`src/design/plnb_pkg.sv`:
```
// shared types and constants for the periodic lattice neighbor core
package plnb_pkg;

	localparam int MAX_RANK      = 4;
	localparam int SITE_W        = 32;
	localparam int EXT_W         = 9;
	localparam int RANK_W        = 3;
	localparam int AXIS_W        = 2;
	localparam int CFG_IDX_W     = 3;
	// product of all extents fits exactly, no saturation needed
	localparam int PROD_W        = EXT_W * MAX_RANK;
	// cycles for the trailing products to settle after a register write
	localparam int SETTLE_CYCLES = MAX_RANK + 2;
	localparam int SETTLE_W      = $clog2(SETTLE_CYCLES + 1);

	typedef enum logic [CFG_IDX_W-1:0] {
		REG_RANK = 3'd0,
		REG_EXT0 = 3'd1,
		REG_EXT1 = 3'd2,
		REG_EXT2 = 3'd3,
		REG_EXT3 = 3'd4
	} cfg_reg_e;

	typedef logic [PROD_W-1:0] prod_t;

	// derived lattice geometry, prod[k] is the product of extents k .. rank-1
	typedef struct packed {
		logic [RANK_W-1:0]     rank;
		prod_t [MAX_RANK:0]    prod;
		prod_t [MAX_RANK-1:0]  diff;
	} lat_cfg_t;

	// one query word as it moves along the remainder chain
	typedef struct packed {
		logic              valid;
		logic              invalid;
		logic              back;
		logic [AXIS_W-1:0] axis;
		logic [SITE_W-1:0] site;
		logic [SITE_W-1:0] rem;
	} item_t;

	typedef struct packed {
		logic              invalid;
		logic [SITE_W-1:0] neighbor;
	} result_t;

endpackage

```
`src/design/plnb_wrap.sv`:
```
// turns the site's remainder within its axis block into the wrapped neighbor
module plnb_wrap (
	input  plnb_pkg::lat_cfg_t  cfg,
	input  plnb_pkg::item_t     item,
	output plnb_pkg::result_t   result
);

	localparam int CALC_W = plnb_pkg::PROD_W + 1;

	logic [plnb_pkg::RANK_W-1:0] up_axis;
	logic [CALC_W-1:0]           stride;
	logic [CALC_W-1:0]           span;
	logic [CALC_W-1:0]           rem;
	logic [CALC_W-1:0]           site;
	logic                        wrap;
	logic [CALC_W-1:0]           nb;

	always_comb begin
		up_axis = plnb_pkg::RANK_W'(item.axis) + plnb_pkg::RANK_W'(1);
		stride  = CALC_W'(cfg.prod[up_axis]);
		span    = CALC_W'(cfg.diff[item.axis]);
		rem     = CALC_W'(item.rem);
		site    = CALC_W'(item.site);
		// backward wraps at coordinate zero, forward at the last coordinate
		if (item.back) begin
			wrap = (rem < stride);
			nb   = wrap ? (site + span) : (site - stride);
		end else begin
			wrap = (rem >= span);
			nb   = wrap ? (site - span) : (site + stride);
		end
		result.invalid  = item.invalid;
		result.neighbor = item.invalid ? '0 : nb[plnb_pkg::SITE_W-1:0];
	end

endmodule

```
`config.mk`:
```
export PLATFORM = sky130hd
export DESIGN_NAME = plnb_wrap
export DESIGN_NICKNAME = d
export VERILOG_FILES = /design/src/design/plnb_pkg.sv /design/src/design/plnb_wrap.sv
export SDC_FILE = /design/constraint.sdc
export NUM_CORES = 1
export LEC_CHECK = 0
export ABC_AREA = 1
export BUFFER_PORTS_ARGS = -buffer_cell sky130_fd_sc_hd__buf_2
export CAP_MARGIN = 20
export CORE_AREA = 3 3 168 170
export DETAILED_ROUTE_END_ITERATION = 10
export DIE_AREA = 0 0 171 173
export GPL_TIMING_DRIVEN = 0
export SLEW_MARGIN = 10
export SYNTH_ARGS = -nofsm -noshare
export SYNTH_HDL_FRONTEND = slang
export SYNTH_SLANG_ARGS = --single-unit
```
`constraint.sdc`:
```
create_clock -name vclk -period 7.1
set_input_delay 0.355 -clock vclk [all_inputs]
set_output_delay 0.355 -clock vclk [all_outputs]
set_load 0.02 [all_outputs]
```
==> results.md <==
* Status: finished, final reports clean
* Share of total power in sequential cells at 0
* DRC viols at 0
* Synth top area share at 0.243
* Initial DRC Count at approximately 1100
* Distinct cells, synth at 50
* DR pass1 iterations at 6
* Tightest Pin Transition at 792 ps
* Post-layout instance area at between 10000 and 15000 µm²
* # IOs at between 400 and 500
* Synth Area in XOR/XNOR at 0.0532
* Synth Area in Adders at 0.148
* Crit start category: input pin
* Critical path's slowest cell: ha_1
* Filler cells at slightly above 3000
* Max_cap viols at 0
* Final Setup Violations at 0
* Post-synth net total at roughly 2100
* Max Clk Rate at between 100 and 150 MHz
* Most frequent cell after synthesis: nand2_1
* P per Cell Area at around 110 nW/µm²
* Switching part of the total power at 0.646
* Initial Utilization at 0.313
* Yosys warns at 0
* CP Capture Type: output port
* Cell taking the most area after synthesis: nand2_1
* Final Cycle Share at 0.953
* Critical Path Max Stage Delay at 340 ps
* Final slew viol count at 0
* Simple-gate share of the synthesized area at 0.505
* Crit path max-delay family: compound AO/OA/AOI/OAI gates
* Internal at ~430 µW
* Mapped cell area at around 8400 µm²
* Detailed Route WL at 47800 µm
* Mapped Avg Cell Area at between 5 and 6 µm²
* Seq_cells at 0
* Gpl congestion at roughly 1.0
* Worst-path fanout max at 10
* Die height at around 170 µm
* Synth top area cells: nand2_1, ha_1, nand3_1
* Number of port buffers at approximately 420
* Die area at 29600 µm²
* Power, Total at around 1.2 mW
* Antenna-violating nets left at 0
* Fin nets at between 2000 and 3000
* Peak VDD IR at roughly 46 µV
* Area Growth Syn to Fin at 31.7%
* Total number of vias at approximately 13000
* Die W at between 150 and 200 µm
* Vias/cell at roughly 5.3
* Main combinational cell family by area after synthesis: simple AND/OR/NAND/NOR gates
* Hold crit path type: input pin to output port
* CP Buf/Inv Count at 9
* Most frequent cells after synthesis: nand2_1, nand3_1, nor2_1, a21oi_1, inv_1
* Largest net degree at the start of global routing at 11
* Total global routing overflow at 0
* P_leak at 6.02 nW
* Hold WS at approximately 930 ps
* Layout cell share with drive strength beyond 1 at 0.269
* Compound-gate portion of the synthesized area at 0.184
* Area occupied by multi-input gates at ~7500 µm²
* Core box area at 26900 µm²
* Wirelength per Cell at between 15 and 20 µm
* Slew margin rel. at 0.472
* Mux share of post-synthesis cell area at 0
* Final Hold Viols at 0
* Clock buf count at 0
* P_sw at 788 µW
* DP Wirelength at ~42000 µm
* Hold buffer count at CTS at 0
* Post-Place Cell Area at 10900 µm²
* Critical path class: input pin to output port
* Initial antenna violation count at 14
* Placement Rows at 60
* GR Util All Layers at 0.306
* Worst Path Arrival at between 6000 and 7000 ps
* CP required at between 6000 and 7000 ps
* Tmin final at 6770 ps
* Syn Inst Count at roughly 1600
* Sequential element share of the synthesized area at 0
* Comb pwr share at 1.000
* Seq. cell area at 0 µm²
* Vias in the first global route at 12200
* First-pass GRT wire length at a little over 70000 µm
* Clk pwr share at 0
* Most common cell on crit path: nand2_1
* RSZ-0062 raised after global routing: no
-- layout by cell type, fill, tap and decap left out, types with 15 or more instances in the layout --
cell / count
buf_2: 440
o21ai_0: 100
o211ai_1: 16
ha_1: 98
xnor2_1: 16
nor2_1: 163
buf_4: 19
a21oi_1: 120
inv_1: 118
nand2_1: 542
nand2_2: 15
nor3_1: 25
nand4_1: 17
nand3_1: 171
xor2_1: 35
-- logic make-up after synthesis --
family | count (synthesis)
fa+ha+maj | 99
xor+xnor | 51
simple gates | 985
compound gates | 282
buf+inv | 198
-- cell type report --
cell class,instances,share of cell area
buffer,67,0.0407
multi-input combinational,1417,0.682
inverter,131,0.0444
tap,341,0.0386
antenna,12,0.00271
timing repair buffer,424,0.192
-- path summary, 6_finish.rpt --
check,startpoint,endpoint,slack [ps],depth (start not counted)
worst max-delay path,item[65],result[22],330,34
worst min-delay path,item[67],result[32],930,2
-- metrics by stage --
| stage | util | cells | setup slack (ps) | setup TNS, ps |
|---|---|---|---|---|
| 2_1_floorplan | - | 1615 | 1380 | 0 |
| 3_3_place_gp | 0.407 | 2379 | -930 | -5840 |
| 3_5_place_dp | 0.407 | 2379 | -817 | -5030 |
| 4_1_cts | 0.408 | 2379 | 17.2 | 0 |
| 5_1_grt | 0.412 | 2391 | 21.2 | 0 |
| 6_report | 0.412 | 2392 | 335 | 0 |
-- repair_timing --
| item | 4_1_cts | 5_1_grt |
|---|---|---|
| buffers inserted | 0 | 1 |
| pin swaps | 0 | 2 |
| resized for setup | 14 | 20 |
| endpoints found under the setup margin | 18 | 18 |
-- power by group through the flow --
stage / logic, mW / clock network, mW / registers, mW
after floorplan: 0.767 / 0 / 0
after global placement: 1.18 / 0 / 0
after detailed placement: 1.18 / 0 / 0
after CTS: 1.19 / 0 / 0
after global routing: 1.36 / 0.000000208 / 0
final: 1.22 / 0.000000227 / 0
-- routing by layer --
metal,track usage,share of wire,vias to the layer above
li1,-,-,6243
met1,0.404,0.42,5702
met2,0.533,0.48,610
met3,0.0247,0.071,71
met4,0.0781,0.025,6
met5,0,0.00075,-
Power figures use the tool's default switching activity.
