### src/design/plnb_pkg.sv
// shared types and constants for the periodic lattice neighbor core
package plnb_pkg;

	localparam int MAX_RANK      = 4;
	localparam int SITE_W        = 32;
	localparam int EXT_W         = 9;
	localparam int RANK_W        = 3;
	localparam int AXIS_W        = 2;
	localparam int CFG_IDX_W     = 3;
	// product of all extents fits exactly, no saturation needed
	localparam int PROD_W        = EXT_W * MAX_RANK;
	// cycles for the trailing products to settle after a register write
	localparam int SETTLE_CYCLES = MAX_RANK + 2;
	localparam int SETTLE_W      = $clog2(SETTLE_CYCLES + 1);

	typedef enum logic [CFG_IDX_W-1:0] {
		REG_RANK = 3'd0,
		REG_EXT0 = 3'd1,
		REG_EXT1 = 3'd2,
		REG_EXT2 = 3'd3,
		REG_EXT3 = 3'd4
	} cfg_reg_e;

	typedef logic [PROD_W-1:0] prod_t;

	// derived lattice geometry, prod[k] is the product of extents k .. rank-1
	typedef struct packed {
		logic [RANK_W-1:0]     rank;
		prod_t [MAX_RANK:0]    prod;
		prod_t [MAX_RANK-1:0]  diff;
	} lat_cfg_t;

	// one query word as it moves along the remainder chain
	typedef struct packed {
		logic              valid;
		logic              invalid;
		logic              back;
		logic [AXIS_W-1:0] axis;
		logic [SITE_W-1:0] site;
		logic [SITE_W-1:0] rem;
	} item_t;

	typedef struct packed {
		logic              invalid;
		logic [SITE_W-1:0] neighbor;
	} result_t;

endpackage

### src/design/plnb_cell.sv
// one restoring remainder cell, subtracts the axis block size shifted by SHIFT
module plnb_cell #(
	parameter int SHIFT = 0
) (
	input  logic                clk,
	input  logic                arst_n,
	input  logic                en,
	input  plnb_pkg::lat_cfg_t  cfg,
	input  plnb_pkg::item_t     in_item,
	output plnb_pkg::item_t     out_item
);

	localparam int WIDE_W = plnb_pkg::PROD_W + plnb_pkg::SITE_W;

	logic [WIDE_W-1:0]           msh;
	logic                        take;
	logic [plnb_pkg::SITE_W-1:0] rem_next;
	plnb_pkg::item_t             item_q;

	// block size of the chosen axis, shifted into this cell's bit position
	always_comb begin
		msh      = WIDE_W'(cfg.prod[in_item.axis]) << SHIFT;
		take     = (msh[WIDE_W-1:plnb_pkg::SITE_W] == '0) &&
		           (msh[plnb_pkg::SITE_W-1:0] <= in_item.rem);
		rem_next = take ? (in_item.rem - msh[plnb_pkg::SITE_W-1:0]) : in_item.rem;
	end

	// stage register, only the valid bit is reset
	always_ff @(posedge clk or negedge arst_n) begin
		if (!arst_n) begin
			item_q.valid <= 1'b0;
		end else if (en) begin
			item_q.valid   <= in_item.valid;
			item_q.invalid <= in_item.invalid;
			item_q.back    <= in_item.back;
			item_q.axis    <= in_item.axis;
			item_q.site    <= in_item.site;
			item_q.rem     <= rem_next;
		end
	end

	assign out_item = item_q;

endmodule

### config.mk
export PLATFORM = sky130hd
export DESIGN_NAME = plnb_cell
export DESIGN_NICKNAME = d
export VERILOG_FILES = /design/src/design/plnb_pkg.sv /design/src/design/plnb_cell.sv
export SDC_FILE = /design/constraint.sdc
export NUM_CORES = 1
export LEC_CHECK = 0
export ABC_CLOCK_PERIOD_IN_PS = 950
export BUFFER_PORTS_ARGS = -buffer_cell sky130_fd_sc_hd__buf_2
export CAP_MARGIN = 20
export CORE_AREA = 2 2 181 183
export DETAILED_ROUTE_END_ITERATION = 8
export DIE_AREA = 0 0 183 185
export SKIP_CTS_REPAIR_TIMING = 1
export SLEW_MARGIN = 0
export SYNTH_ARGS = -nofsm -noshare
export SYNTH_HDL_FRONTEND = slang
export SYNTH_SLANG_ARGS = --single-unit
export TNS_END_PERCENT = 1
### constraint.sdc
create_clock -name clk -period 0.95 [get_ports clk]
set_input_delay 0.0475 -clock clk [delete_from_list [all_inputs] [get_ports clk]]
set_output_delay 0.0475 -clock clk [all_outputs]
set_load 0.05 [all_outputs]
==> flow_summary.toml <==
[status]
outcome = "finished with violations"
violations = "negative setup slack"

[setup_path]
worstSetupStartpointType = "primary input"
critical-path-slowest-cell = "mux4_2"
worst_ep_required_time_ns = 1.04
cpPeakStageDelay_ns = 0.50
cp_max_fo = 7
ff2ff_path_depth = 1
path_cells = "buf_12, mux4_2, ha_2, fa_2, nor2b_2, o31a_1, o31a_1, o2111ai_4, a211oi_4, buf_12, clkbuf_16, mux2_1"
worstSetupPathType = "in2reg"
end_kind = "flip-flop"
crit_arrival_ns = 3.03

[cts]
cts_tree = "yes"
clockBufferDepth = 2
cts-root-buf = "clkbuf_16"
cts_sinks = 69
cts-htree-levels = 3
numCtsBuffers = 9
insertion_delay_ns = 0.34
clk_pin_slew_ns = 0.06

[synth]
synth_top_cell_area_share_pct = 38.14
synth-compound-area-share_pct = 16.48
yosysSeqAreaShare_pct = 38.61
synth_top_family_by_area = "multiplexers"
yosysWarningCount = 0
synth_edf_count = 68
synth_xor_area_share_pct = 3.763
synth_top_cell_by_area = "edfxtp_1"
netlist_instances = 449
ys_top_cells_by_count = "68 x edfxtp_1, 39 x inv_1, 32 x ha_1, 32 x mux4_2, 26 x a21oi_1"
synth_area_per_cell_um2 = 11.92
muxShareOfSynthArea_pct = 19.05
synthArstFlopShare_pct = 1.449
syn_area_um2 = 5354
ys_top_cells_by_area = "edfxtp_1 38%, mux4_2 13%, ha_1 7.5%, mux2_1 3.6%, inv_1 2.7%"
synth_fp_nets = 881
synth-simple-area-share_pct = 9.395
ys_types = 65
synth-seq-cells = 69
synth_flop_cell = "edfxtp_1"
synthAdderAreaFrac_pct = 7.852
synth.most_common_cell = "edfxtp_1"

[detailed_routing]
post_drt_via_cell_ratio = 4.193
routedWlPerCell_um = 16.61
antenna_left = 0
drc = 0
drt_wl_total_um = 22150
dr.pass1.iters = 7
dr_total_vias = 5593
first_iter_violations = 286

[global_routing]
grt_pass1_vias = 5361
grt_max_degree = 34
overflow = 0
antenna_found_initial = 10
track_usage_pct = 11.80
grt_pass1_wl_um = 30040

[power_and_ir_drop]
leakagePower_nw = 4.289
comb_power_share_pct = 45.5
peakVddDrop_v = 0.0008760
fin_total_pwr_mw = 13.35
swShare_pct = 35.46
power_density_nw_per_um2 = 1385
switchingPower_mw = 4.733
power_frac_seq_pct = 27.8
p_int_mw = 8.615
pwr-share-clk_pct = 26.7

[sta]
setup_tns_ns = -62.35
setup_ws_ns = -1.989
fin_skew_ns = 0
period_needed_ns = 2.939
max_freq_mhz = 340.2
relSlewSlack_pct = 67.17
finalSetupViolations = 78
hold_violations = 0
maxSlewViolCount = 0
fin_crit_sh_pct = 309.4
tightestPinTransition_ns = 0.4873
rsz0062_at_grt = "true"

[floorplan]
core_um2 = 32040
rows = 66
io_pins = 468
die_area_um2 = 33860
die_w_um = 183
fp.dieH_um = 185
start_util_pct = 16.71

[hold_path]
hp-class = "in2async"

[cells_and_area]
largest_reg_flops = 69
fin_nets = 1346
fin_util_pct = 30.08
drive_gt1_share_pct = 59.30
syn2layout_area_growth_pct = 80.00

[job]
drv_cap = 0

[placed_design]
place.gp.congestion = 0.8609
dp_hpwl_um = 17710
io_buffer_count = 284
final timing paths:
path | slack (ns) | end | start
worst max register to register | 0.18 | out_item[68] | out_item[68]
worst max-delay path | -1.99 | out_item[14] | in_item[64]
min in group clk | 0.01 | out_item[21] | in_item[21]
worst min register to register | 0.55 | out_item[68] | out_item[68]
worst min-delay path | 0.008 | out_item[68] | arst_n
max in group asynchronous | 0.84 | out_item[68] | arst_n
critical path: cells and delay by family:
family	cells	cell delay (ns)
AO/OA/AOI/OAI	4	1.00
buffers and inverters	3	0.42
adder cells (fa/ha/maj)	2	0.57
AND/OR/NAND/NOR	1	0.16
multiplexers	2	0.83
per-layer routing:
metal,global-route usage (%),routed length [um],share of wire [%],vias to the layer above
li1,-,-,-,2697
met1,15.60,9883,45,2641
met2,18.91,10180,46,228
met3,3.244,1748,7.9,21
met4,3.264,298,1.3,6
met5,0,40,0.18,-
final cells by class:
type	instances	area, um2
diodes	7	17.52
clock buffers	9	225.2
clock inverters	7	73.82
fillers	3287	22400
inverters	39	146.4
multi-input cells	323	3256
flip-flops and latches	69	2067
well taps	408	510.5
repair buffers	472	3341
cells by family (layout without fill, tap and decap cells):
kind of cell,after synthesis,after routing
compound gates,114,114
fa+ha+maj,33,33
mux,59,59
flops,69,69
other cells,0,7
simple gates,94,94
xor+xnor,23,23
buf+inv,57,527
power groups by stage:
stage / logic, mW / registers, mW / clock network [mW]
floorplan: 2.34 / 4.53 / 0
global placement: 5.35 / 3.74 / 0
detailed placement: 5.39 / 3.74 / 0
CTS: 5.41 / 3.68 / 3.71
global route: 6.53 / 3.73 / 3.82
finish: 6.07 / 3.71 / 3.57
cells in the final DEF, fill, tap and decap left out, types with 5 or more instances in the layout:
cell,count
nand2b_1,5
ha_1,27
a21oi_2,15
xor2_1,7
buf_6,36
clkbuf_16,11
edfxtp_1,68
mux2_1,17
mux4_2,32
xnor2_1,15
a211o_1,5
nor2_2,5
diode_2,7
inv_1,36
o21a_1,12
mux2_2,6
buf_12,11
buf_2,250
nor2_1,16
dlygate4sd3_1,38
o21ai_0,8
nand2_1,21
nand3_1,9
and3_1,7
a21oi_1,15
a21o_1,11
buf_4,134
per-stage QoR:
stage,instances,setup slack [ns],hold WS [ns],instance area (um2)
5_1_grt,1328,-2.119,0.006985,9622
3_5_place_dp,1258,-2.504,-0.1685,8312
2_1_floorplan,449,-2.244,-0.2481,5406
6_report,1334,-1.989,0.008212,9637
4_1_cts,1274,-2.124,-0.5434,8611
3_3_place_gp,1258,-2.452,-0.1704,8312
(Power assumes the default switching activity.)
