### config.mk
export PLATFORM = sky130hd
export DESIGN_NAME = plnb_cfg
export DESIGN_NICKNAME = d
export VERILOG_FILES = /design/src/design/plnb_pkg.sv /design/src/design/plnb_cfg.sv
export SDC_FILE = /design/constraint.sdc
export NUM_CORES = 1
export LEC_CHECK = 0
export BUFFER_PORTS_ARGS = -buffer_cell sky130_fd_sc_hd__buf_2
export CAP_MARGIN = 10
export CORE_ASPECT_RATIO = 1.2
export CORE_MARGIN = 10
export CORE_UTILIZATION = 60
export CTS_CLUSTER_SIZE = 28
export DETAILED_ROUTE_END_ITERATION = 10
export GPL_TIMING_DRIVEN = 0
export PLACE_DENSITY = 0.84
export SYNTH_ARGS = -nofsm -noshare
export SYNTH_HDL_FRONTEND = slang
export SYNTH_SLANG_ARGS = --single-unit
### constraint.sdc
create_clock -name clk -period 14.9 [get_ports clk]
set_input_delay 0.745 -clock clk [delete_from_list [all_inputs] [get_ports clk]]
set_output_delay 0.745 -clock clk [all_outputs]
set_load 0.01 [all_outputs]
### src/design/plnb_pkg.sv
// shared types and constants for the periodic lattice neighbor core
package plnb_pkg;

	localparam int MAX_RANK      = 4;
	localparam int SITE_W        = 32;
	localparam int EXT_W         = 9;
	localparam int RANK_W        = 3;
	localparam int AXIS_W        = 2;
	localparam int CFG_IDX_W     = 3;
	// product of all extents fits exactly, no saturation needed
	localparam int PROD_W        = EXT_W * MAX_RANK;
	// cycles for the trailing products to settle after a register write
	localparam int SETTLE_CYCLES = MAX_RANK + 2;
	localparam int SETTLE_W      = $clog2(SETTLE_CYCLES + 1);

	typedef enum logic [CFG_IDX_W-1:0] {
		REG_RANK = 3'd0,
		REG_EXT0 = 3'd1,
		REG_EXT1 = 3'd2,
		REG_EXT2 = 3'd3,
		REG_EXT3 = 3'd4
	} cfg_reg_e;

	typedef logic [PROD_W-1:0] prod_t;

	// derived lattice geometry, prod[k] is the product of extents k .. rank-1
	typedef struct packed {
		logic [RANK_W-1:0]     rank;
		prod_t [MAX_RANK:0]    prod;
		prod_t [MAX_RANK-1:0]  diff;
	} lat_cfg_t;

	// one query word as it moves along the remainder chain
	typedef struct packed {
		logic              valid;
		logic              invalid;
		logic              back;
		logic [AXIS_W-1:0] axis;
		logic [SITE_W-1:0] site;
		logic [SITE_W-1:0] rem;
	} item_t;

	typedef struct packed {
		logic              invalid;
		logic [SITE_W-1:0] neighbor;
	} result_t;

endpackage

### src/design/plnb_cfg.sv
// configuration registers and trailing extent products
module plnb_cfg (
	input  logic                                  clk,
	input  logic                                  arst_n,
	input  logic                                  wr_en,
	input  logic [plnb_pkg::CFG_IDX_W-1:0]        wr_index,
	input  logic [plnb_pkg::EXT_W-1:0]            wr_data,
	output plnb_pkg::lat_cfg_t                    cfg,
	output logic                                  busy
);

	localparam int MUL_W = plnb_pkg::PROD_W + plnb_pkg::EXT_W;

	logic [plnb_pkg::RANK_W-1:0]                           rank_q;
	logic [plnb_pkg::MAX_RANK-1:0][plnb_pkg::EXT_W-1:0]    ext_q;
	plnb_pkg::prod_t [plnb_pkg::MAX_RANK-1:0]              prod_q;
	plnb_pkg::prod_t [plnb_pkg::MAX_RANK-1:0]              diff_q;
	plnb_pkg::prod_t [plnb_pkg::MAX_RANK:0]                prod_all;
	plnb_pkg::prod_t [plnb_pkg::MAX_RANK-1:0]              prod_next;
	logic [plnb_pkg::MAX_RANK-1:0][MUL_W-1:0]              mul_w;
	logic [plnb_pkg::SETTLE_W-1:0]                         settle_q;
	logic [plnb_pkg::RANK_W-1:0]                           rank_eff;

	// register writes
	always_ff @(posedge clk or negedge arst_n) begin
		if (!arst_n) begin
			rank_q <= plnb_pkg::RANK_W'(1);
			for (int k = 0; k < plnb_pkg::MAX_RANK; k++) begin
				ext_q[k] <= plnb_pkg::EXT_W'(1);
			end
		end else if (wr_en) begin
			unique case (plnb_pkg::cfg_reg_e'(wr_index))
				plnb_pkg::REG_RANK: rank_q   <= wr_data[plnb_pkg::RANK_W-1:0];
				plnb_pkg::REG_EXT0: ext_q[0] <= wr_data;
				plnb_pkg::REG_EXT1: ext_q[1] <= wr_data;
				plnb_pkg::REG_EXT2: ext_q[2] <= wr_data;
				plnb_pkg::REG_EXT3: ext_q[3] <= wr_data;
				default: ;
			endcase
		end
	end

	// rank saturates at the number of axes built
	assign rank_eff = (rank_q > plnb_pkg::RANK_W'(plnb_pkg::MAX_RANK)) ?
		plnb_pkg::RANK_W'(plnb_pkg::MAX_RANK) : rank_q;

	assign prod_all = {plnb_pkg::PROD_W'(1), prod_q};

	// one multiply per axis, each cell takes its upper neighbor's product
	always_comb begin
		for (int k = 0; k < plnb_pkg::MAX_RANK; k++) begin
			mul_w[k] = MUL_W'(ext_q[k]) * MUL_W'(prod_all[k+1]);
			prod_next[k] = (plnb_pkg::RANK_W'(k) < rank_eff) ?
				mul_w[k][plnb_pkg::PROD_W-1:0] : plnb_pkg::PROD_W'(1);
		end
	end

	// products ripple down one axis per cycle until stable
	always_ff @(posedge clk or negedge arst_n) begin
		if (!arst_n) begin
			for (int k = 0; k < plnb_pkg::MAX_RANK; k++) begin
				prod_q[k] <= plnb_pkg::PROD_W'(1);
				diff_q[k] <= '0;
			end
		end else begin
			for (int k = 0; k < plnb_pkg::MAX_RANK; k++) begin
				prod_q[k] <= prod_next[k];
				diff_q[k] <= prod_all[k] - prod_all[k+1];
			end
		end
	end

	// hold off queries while the products settle
	always_ff @(posedge clk or negedge arst_n) begin
		if (!arst_n) begin
			settle_q <= '0;
		end else if (wr_en) begin
			settle_q <= plnb_pkg::SETTLE_W'(plnb_pkg::SETTLE_CYCLES);
		end else if (settle_q != '0) begin
			settle_q <= settle_q - plnb_pkg::SETTLE_W'(1);
		end
	end

	assign busy     = (settle_q != '0);
	assign cfg.rank = rank_eff;
	assign cfg.prod = prod_all;
	assign cfg.diff = diff_q;

endmodule

==> metrics.txt, run 1 <==
status=completed; Slowest Stage Delay on Critical Path=~0.60 ns; EDFF count, synth=0; slew of the pin with the lowest slew margin=around 1.1 ns; Layout Nets=between 3000 and 4000; #FFs+latches synth=between 200 and 300; initial antenna violation count=1; Clock Skew=0.0339 ns; initial core utilization=approximately three fifths; TNS Setup=0 ns; Mapped Cells=3000; Critical path buffers and inverters=5; largest net degree at the start of global routing=around 120; sequential area share after synthesis=between 20% and 30%; Cell variety after synth=73; post-route cell area=~31000 um^2; Finish-stage setup viols=0; post_cts resized=0; Max-Cap Viols=0; total core area=~46000 um^2; syn avg cell area=slightly above 9 um^2; TritonCTS clock tree=done; Worst setup SP type=flip-flop; routed vias/inst=5.34; placer congestion estimate=between 0.9 and 1; vias in the first global route=22817; relative slew slack=between 20 and 30%; iteration count of the initial detailed-routing pass=5; HP Class=in -> async; min Tclk post-route=6.39 ns; largest cells by area after synthesis=fa_1, dfrtp_1, ha_1, inv_1, and2_1; die area=between 50000 and 60000 um^2; asr flop ratio synth=100%; WP data arrival=roughly 7 ns; WP data required=around 15 ns; Max Clock Freq=roughly 0.16 GHz; cell mode on critical path=fa_1; Synth top area share=approximately 26%; placed cell area=roughly 30000 um^2; worst path cell trace=clkbuf_1 > clkbuf_1 > nand2_1 > fa_1 > fa_1 > inv_1 > fa_1 > inv_1 > fa_1 > inv_1 > ha_1 > o211ai_1 > o21a_1 > a21oi_1 > o41ai_2 > o21ai_1 > a41oi_1 > or4_1 > nand3_1; CTS Sinks=250; final wirelength=72700 um; reg2reg path depth=19; RSZ-0062 raised after global routing=false; Yosys top cell by area=fa_1; critical path depth in cells=19; Crit Path Category=reg -> reg; Root Driver=clkbuf_16; cell area after synthesis=27600 um^2; final core occ=around 68%; Wirelength per Cell=about 18 um; Via Count=21432; DP Cell Count=around 4000; Num CTS Buffers=29; Rows=between 80 and 90; Synth-to-Final Area Change=12.3%; layout cell share with drive strength beyond 1=14.7%; Hold Buf Count CTS=0; antenna-violating nets left=0; most common cell after layout, fill and taps aside=inv_1; Pins Over Slew Limit=0; PortBufs=between 200 and 300; total number of H-tree levels=1; most frequent cells in the layout=inv_1, fa_1, nand2_1; Top delay family on crit path=adder cells; DIE HEIGHT=between 200 and 300 um; detailed-placement wirelength estimate=59200 um; Longest Clk Path Bufs=3; Non-Filler Instances=4012; ys flop type=dfrtp_1; Slowest-stage cell, CP=o41ai_2; Fillers=between 3000 and 4000; setup bufs post-CTS=0; Global Route Usage Sum=between 20% and 30%; endpoint type of the worst setup path=flip-flop; Overflow after GRT=0; Reg clk slew, reported paths=approximately 0.07 ns; number of top-level pins=between 300 and 400; Skew-Pair Late Insertion Delay=approximately 0.60 ns; drt drc=0; DRT iter0 DRCs=about 1400; die width=~220 um; Synth Warn #=0; CP Max Fanout=10; endpoints failing hold=0; first-pass GRT wire length=118000 um; final worst-path cycle share=42.9%
==> cell usage after synthesis, drive strengths merged, types with 3 or more instances <==
cell	number
nor3	34
o31a	3
nand2	308
dfrtp	241
buf	121
or3	7
mux2	39
nor4	5
nor2b	25
and2	288
o31ai	4
a21boi	3
a211oi	14
nand3	43
o21a	16
ha	199
dfstp	9
fa	355
a21oi	99
or2	6
o21ai	58
a31o	9
nand2b	13
a21o	50
xor2	44
o21bai	7
nor3b	6
nand4	15
nor2	146
o211ai	14
a211o	3
o2111ai	5
inv	516
o41a	3
and3	20
or4	8
xnor2	88
clkbuf	128
a31oi	12
a2111oi	4
==> flip-flops by register name, summed over array words and instances, names as in the netlist <==
signal / flops
cfg: 208
ext_q: 36
rank_q: 3
settle_q: 3
==> through the flow <==
step | worst slack [ns] | hold slack, ns
2_1_floorplan | 9.63 | 0.449
3_3_place_gp | 8.67 | 0.449
3_5_place_dp | 8.65 | 0.460
4_1_cts | 8.61 | 0.101
5_1_grt | 8.25 | 0.111
6_report | 8.51 | 0.0728
==> kinds of logic (layout without fill, tap and decap cells) <==
kind of cell	count (synthesis)	after routing	synth area share (%)
xor+xnor	132	132	4.18
mux	40	40	1.63
buf+inv	765	1074	12.0
flops	250	250	22.7
fa+ha+maj	554	554	34.7
other cells	2	89	0.0272
compound gates	325	325	7.96
simple gates	932	932	16.8
==> routing by layer <==
layer	track usage (%)	part of all wire [%]	vias up
li1	-	-	9858
met1	29.2	36	10588
met2	48.8	52	780
met3	4.95	6.7	206
met4	13.8	5.2	0
met5	0	0	-
==> cell type report <==
class	count	area (um^2)	area share [%]
diodes	1	2.50	0.00806
plain buffers	249	1370	4.42
clock buffers	37	786	2.53
clock inverters	16	180	0.581
inverters	516	1940	6.24
multi-input cells	2071	18400	59.2
flip-flops and latches	250	6270	20.2
well taps	616	771	2.48
repair buffers	256	1340	4.31
==> path summary, 6_finish.rpt <==
check	from	to	slack [ns]
worst max-delay path	ext_q[8]	cfg[178]	8.51
worst min-delay path	arst_n	cfg[5]	0.07
worst max register to register	ext_q[8]	cfg[178]	8.51
worst min register to register	cfg[179]	cfg[35]	0.47
max in group asynchronous	arst_n	cfg[92]	13.81
min in group clk	wr_en	settle_q[0]	0.38
Power of run 1 is not shown: default switching activity piles up to over one toggle a cycle in this logic, so the estimate is an artifact.
==> inputs of run 2 (changes only) <==
- ABC_AREA: not set -> 1
- PLACE_DENSITY: 0.84 -> 0.83
- clock period: 14.9 -> 6 ns (I/O delays scaled with it)
==> metrics.txt, run 2 <==
number of flip-flops in the largest register=208 (unchanged); detailed-placement wirelength estimate=74500 um (+26%); relative slew slack=40.6% (+12 points); reg2reg path depth=21 (+2); placer congestion estimate=1.02 (+6.9%); CP Max Fanout=10 (unchanged); initial core utilization=60.5% (+0.12 points); RR Endpoint=cfg[178]; total number of H-tree levels=1 (unchanged); largest cells by area after synthesis=fa_1, dfrtp_1, nand2_1, inv_1, ha_1; die width=226 um (+4.6%); first-pass GRT wire length=143000 um (+21%); TritonCTS clock tree=done; Worst setup SP type=flip-flop; Longest Clk Path Bufs=3 (unchanged); clock share of power=12.6%; Max rail drop VDD=0.000399 V; NetSw=roughly 7.7 mW; vias in the first global route=27551 (+21%); asr flop ratio synth=100% (unchanged); ys flop type=dfrtp_1; Pins Over Slew Limit=0 (unchanged); WP data arrival=6.12 ns (-0.72 ns); CTS Sinks=250 (unchanged); Skew-Pair Late Insertion Delay=0.59 ns (about the same); Cell variety after synth=44 (-40%); syn avg cell area=7.17 um^2 (-22%); iteration count of the initial detailed-routing pass=8 (+3); PD cells=around 420 nW/um^2; min Tclk post-route=5.67 ns (-0.718 ns); # diodes=0 (-1); most frequent cells after synthesis=nand2_1, inv_1, fa_1, nor2_1, dfrtp_1; Wirelength per Cell=17.0 um (-6.0%); status=completed; cell mode on critical path=nand2_1; PortBufs=254 (unchanged); TNS Setup=0 ns (unchanged); Fillers=4343 (+21%); WP data required=6.45 ns (-8.90 ns); die area=60200 um^2 (+9.4%); drt drc=0 (unchanged); Mapped Cells=4249 (+42%); Yosys top cell by area=fa_1; Finish-stage setup viols=0 (unchanged); setup bufs post-CTS=0 (unchanged); antenna-violating nets left=0 (unchanged); DRT iter0 DRCs=2022 (+47%); Root Driver=clkbuf_16; Max-Cap Viols=0 (unchanged); EDFF count, synth=0 (unchanged); final worst-path cycle share=94.5% (+52 points); total core area=50300 um^2 (+10%); DP Cell Count=5235 (+32%); switching part of the total=between 50 and 60%; sequential area share after synthesis=20.6% (-2.1 points); Synth top area share=23.3% (-2.4 points); share of total power in combinational logic=slightly below 70%; Layout Nets=5191 (+32%); critical path depth in cells=21 (+2); DIE HEIGHT=267 um (+4.6%); worst setup path endpoint=cfg[178]; initial antenna violation count=3 (+2); Crit Path Category=reg -> reg; most frequent cells in the layout=nand2_1, inv_1, fa_1; Slowest Stage Delay on Critical Path=0.55 ns (-0.05 ns); Internal Dissipation=6.73 mW; worst path cell trace=clkbuf_1 > buf_1 > nand2_1 > inv_1 > fa_1 > fa_1 > fa_1 > inv_1 > fa_1 > inv_1 > ha_1 > nand2_1 > nor2_2 > inv_1 > nor2_1 > nand2_1 > nand2_2 > nand2_1 > nand3_1 > nand2_1 > nor2_1; Slowest-stage cell, CP=buf_1; Synth Warn #=0 (unchanged); Clock Skew=0.0239 ns (-0.0100 ns); Synth-to-Final Area Change=11.3%; Non-Filler Instances=5287 (+32%); final wirelength=90000 um (+24%); Worst R2R Start=ext_q[7]; Rows=90 (+4.7%); total chip power=14.4 mW; Via Count=27141 (+27%); #FFs+latches synth=250 (unchanged); Leakage=roughly 22 nW; Critical path buffers and inverters=6 (+1); R2R Setup Slk=0.33 ns (-8.18 ns); Global Route Usage Sum=30.2% (+3.5 points); top-count cell post-synth=nand2_1; HP Class=in -> reg; endpoints failing hold=0 (unchanged); number of top-level pins=343 (unchanged); endpoint type of the worst setup path=flip-flop; layout cell share with drive strength beyond 1=10.6% (-4.2 points); Max Clock Freq=0.176 GHz (+13%); slew of the pin with the lowest slew margin=0.890 ns (-0.187 ns); share of power burned in registers=18.9%; Critical Path Source=ext_q[7]; Reg clk slew, reported paths=0.08 ns (about the same); Top delay family on crit path=adder cells; cell area after synthesis=30500 um^2 (+10%); routed vias/inst=5.13 (-3.9%); largest net degree at the start of global routing=109 (-6.8%); RSZ-0062 raised after global routing=false; Overflow after GRT=0 (unchanged); Num CTS Buffers=27 (-6.9%); most common cell after layout, fill and taps aside=nand2_1
[run 2: kinds of logic after synthesis]
kind of cell	count (synthesis)	share of synthesized area (%)
AND/OR/NAND/NOR	1768	23.4
buffers and inverters	1348	18.1
adder cells (fa/ha/maj)	554	31.5
AO/OA/AOI/OAI	261	4.54
flip-flops	250	20.6
XOR/XNOR	66	1.90
other	2	0.0246
[run 2: what timing repair did]
action | in CTS | in global routing
endpoints found under the hold margin | 44 | 0
setup endpoints to repair | 0 | 1
hold buffers | 2 | 0
resized for setup | 0 | 3
[run 2: worst min-delay path by stage]
stage / start / end / slack [ns] / depth (start not counted)
after detailed placement: arst_n / cfg[154] / 0.22 / 1
after CTS: wr_data[4] / ext_q[13] / 0.07 / 3
final: wr_data[3] / ext_q[21] / 0.08 / 3
after global routing: wr_data[8] / ext_q[26] / 0.11 / 3
after global placement: settle_q[0] / settle_q[0] / 0.45 / 1
after floorplan: arst_n / cfg[0] / 0.004 / 0
[run 2: metrics by stage]
step	hold WS (ns)	util (%)	area (um^2)	setup slack [ns]
5_1_grt	0.113	67.4	33900	0.0453
3_5_place_dp	0.221	65.4	32900	0.332
4_1_cts	0.0678	67.4	33900	0.310
3_3_place_gp	0.445	65.3	32900	0.261
6_report	0.0807	67.4	33900	0.332
2_1_floorplan	0.00441	-	30800	1.53
[run 2: worst min-delay path, cell delays in order]
cell     delay [ns]
buf_2          0.08
inv_1          0.09
o21ai_0        0.16
[run 2: final cells by class]
| cell class | instances | area (um^2) | area share, % |
|---|---|---|---|
| multi-input cells | 2737 | 19000 | 56.1 |
| flip-flops and latches | 250 | 6270 | 18.5 |
| inverters | 1110 | 4170 | 12.3 |
| repair buffers | 258 | 1360 | 4.00 |
| plain buffers | 238 | 1350 | 3.99 |
| well taps | 644 | 806 | 2.38 |
| clock buffers | 34 | 712 | 2.10 |
| clock inverters | 16 | 230 | 0.679 |
[run 2: layer usage]
layer	track usage (%)	share of wire, %	up-vias
met5	0	0.017	-
met4	16.1	6.1	2
met3	4.22	7.8	294
met2	54.0	50	1155
met1	34.2	36	12841
li1	-	-	12849
[run 2: power groups by stage]
stage / clock network [mW] / registers [mW] / logic, mW
final: 1.81 / 2.72 / 9.88
after global routing: 1.90 / 2.77 / 11.1
after CTS: 1.83 / 2.71 / 9.80
after detailed placement: 0 / 2.73 / 9.72
after global placement: 0 / 2.72 / 9.52
after floorplan: 0 / 2.90 / 6.55
(Power assumes the default switching activity.)
==> inputs of run 3 (changes only) <==
- ABC_AREA: 1 -> not set
- PLACE_DENSITY: 0.83 -> 0.84
==> metrics.txt, run 3 (synthesis gave the netlist of run 1 again) <==
HP Class=in -> reg; Pins Over Slew Limit=0 (unchanged); Global Route Usage Sum=26.7% (-3.5 points); total core area=45700 um^2 (-9.1%); setup bufs post-CTS=0 (unchanged); Worst R2R Start=ext_q[5]; layout cell share with drive strength beyond 1=15.3% (+4.7 points); die area=55100 um^2 (-8.6%); DRT iter0 DRCs=1403 (-31%); placed cell area=30100 um^2 (-8.7%); worst path cell trace=clkbuf_1 > nand2_1 > fa_1 > fa_1 > inv_1 > fa_1 > inv_1 > fa_1 > inv_1 > ha_1 > o211ai_1 > o21a_1 > a21oi_1 > o41ai_4 > o21ai_1 > a41oi_1 > or4_1 > nand3_1; endpoints failing hold=0 (unchanged); Synth-to-Final Area Change=12.4%; die width=216 um (-4.4%); initial antenna violation count=1 (-2); most common cell after layout, fill and taps aside=inv_1; iteration count of the initial detailed-routing pass=6 (-2); Reg clk slew, reported paths=0.07 ns (about the same); number of top-level pins=343 (unchanged); Root Driver=clkbuf_16; total number of H-tree levels=1 (unchanged); Wirelength per Cell=18.1 um (+6.3%); Worst setup SP type=flip-flop; drt drc=0 (unchanged); largest net degree at the start of global routing=117 (+7.3%); Slowest-stage cell, CP=fa_1; endpoint type of the worst setup path=flip-flop; Longest Clk Path Bufs=3 (unchanged); antenna-violating nets left=0 (unchanged); RR Endpoint=cfg[178]; min Tclk post-route=5.79 ns (+0.126 ns); PortBufs=254 (unchanged); Layout Nets=3937 (-24%); first-pass GRT wire length=118000 um (-17%); initial core utilization=60.4% (-0.12 points); status=completed; Max Clock Freq=0.173 GHz (-2.2%); post-route cell area=31100 um^2 (-8.4%); Crit Path Category=reg -> reg; vias in the first global route=22791 (-17%); CTS Sinks=250 (unchanged); DIE HEIGHT=255 um (-4.4%); Rows=86 (-4.4%); Slowest Stage Delay on Critical Path=0.55 ns (about the same); Clock Skew=0.0330 ns (+0.00906 ns); placer congestion estimate=0.951 (-6.5%); worst setup path endpoint=cfg[178]; Via Count=21436 (-21%); WP data required=6.51 ns (+0.06 ns); final worst-path cycle share=96.6% (+2.1 points); most frequent cells in the layout=inv_1, fa_1, nand2_1; Skew-Pair Late Insertion Delay=0.60 ns (about the same); WP data arrival=6.30 ns (+0.18 ns); R2R Setup Slk=0.21 ns (-0.13 ns); Overflow after GRT=0 (unchanged); RSZ-0062 raised after global routing=true; routed vias/inst=5.35 (+4.2%); Num CTS Buffers=29 (+7.4%); slew of the pin with the lowest slew margin=1.08 ns (+0.195 ns); CP Max Fanout=10 (unchanged); Finish-stage setup viols=0 (unchanged); Max-Cap Viols=0 (unchanged); reg2reg path depth=18 (-14%); Fillers=3563 (-18%); number of flip-flops in the largest register=208 (unchanged); final wirelength=72500 um (-19%); detailed-placement wirelength estimate=59200 um (-20%); Critical Path Source=ext_q[5]; TritonCTS clock tree=done; cell mode on critical path=fa_1; relative slew slack=27.7% (-13 points)
==> run 3: cell count changes in the layout (fill, tap and decap cells not counted), sizes merged, moves of 25 or more <==
| cell | before | now |
|---|---|---|
| xnor2 | 21 | 88 |
| o21ai | 105 | 58 |
| a21o | 6 | 50 |
| nand3 | 125 | 43 |
| mux2 | 0 | 39 |
| nand2 | 1274 | 308 |
| and2 | 7 | 288 |
| a21oi | 133 | 99 |
| nor2b | 0 | 25 |
| inv | 1115 | 517 |
| nor2 | 290 | 146 |
==> run 3: per-stage QoR <==
stage	setup WS (ns)	hold slack (ns)	instances	TNS [ns]	util (%)
floorplan	0.733	0.00441	3086	0	-
global placement	-0.231	0.449	3956	-0.884	65.6
detailed placement	-0.251	0.277	3958	-1.13	65.8
CTS	0.0107	0.0390	4011	0	67.9
global route	-0.117	0.0553	4006	-0.117	67.9
finish	0.206	0.0608	4007	0	67.9
==> run 3: worst min path at each step <==
stage / startpoint / end / slack (ns) / cells past startpoint
2_1_floorplan: arst_n / cfg[0] / 0.004 / 0
3_3_place_gp: cfg[179] / cfg[35] / 0.45 / 1
3_5_place_dp: arst_n / cfg[5] / 0.28 / 1
4_1_cts: wr_data[0] / ext_q[9] / 0.04 / 2
5_1_grt: wr_data[0] / ext_q[9] / 0.06 / 2
6_report: wr_data[0] / rank_q[0] / 0.06 / 2
==> run 3: worst max-delay path: cells and delay by family, from the launching register on <==
family | cells | cell delay, ns
AOI/OAI and AO/OA | 6 | 1.40
adders and majority gates | 5 | 2.47
and+or+nand+nor | 3 | 0.77
DFF | 1 | 0.36
buffers and inverters | 4 | 0.67
==> run 3: area by class of cell <==
cell class	count	area, um^2	area share [%]
antenna	1	2.50	0.00805
inverter	516	1940	6.23
clock buffer	37	786	2.53
clock inverter	16	180	0.580
buffer	242	1360	4.39
timing repair buffer	258	1360	4.37
sequential	250	6270	20.2
multi-input combinational	2071	18400	59.2
tap	616	771	2.48
==> run 3: layer usage <==
layer,wire length (um),part of all wire [%],GRT usage [%],vias to the layer above
met5,8,0.011,0,-
met4,3740,5.2,13.6,2
met3,4920,6.8,4.96,219
met2,37800,52,48.7,854
met1,26000,36,29.2,10513
li1,-,-,-,9848
==> run 3: timing repair <==
| action | 4_1_cts | 5_1_grt |
|---|---|---|
| setup endpoints to repair | 11 | 15 |
| hold endpoints to repair | 68 | 0 |
| hold buffers | 2 | 0 |
| gates resized for setup | 5 | 22 |
Power of run 3 is left out for the same reason.
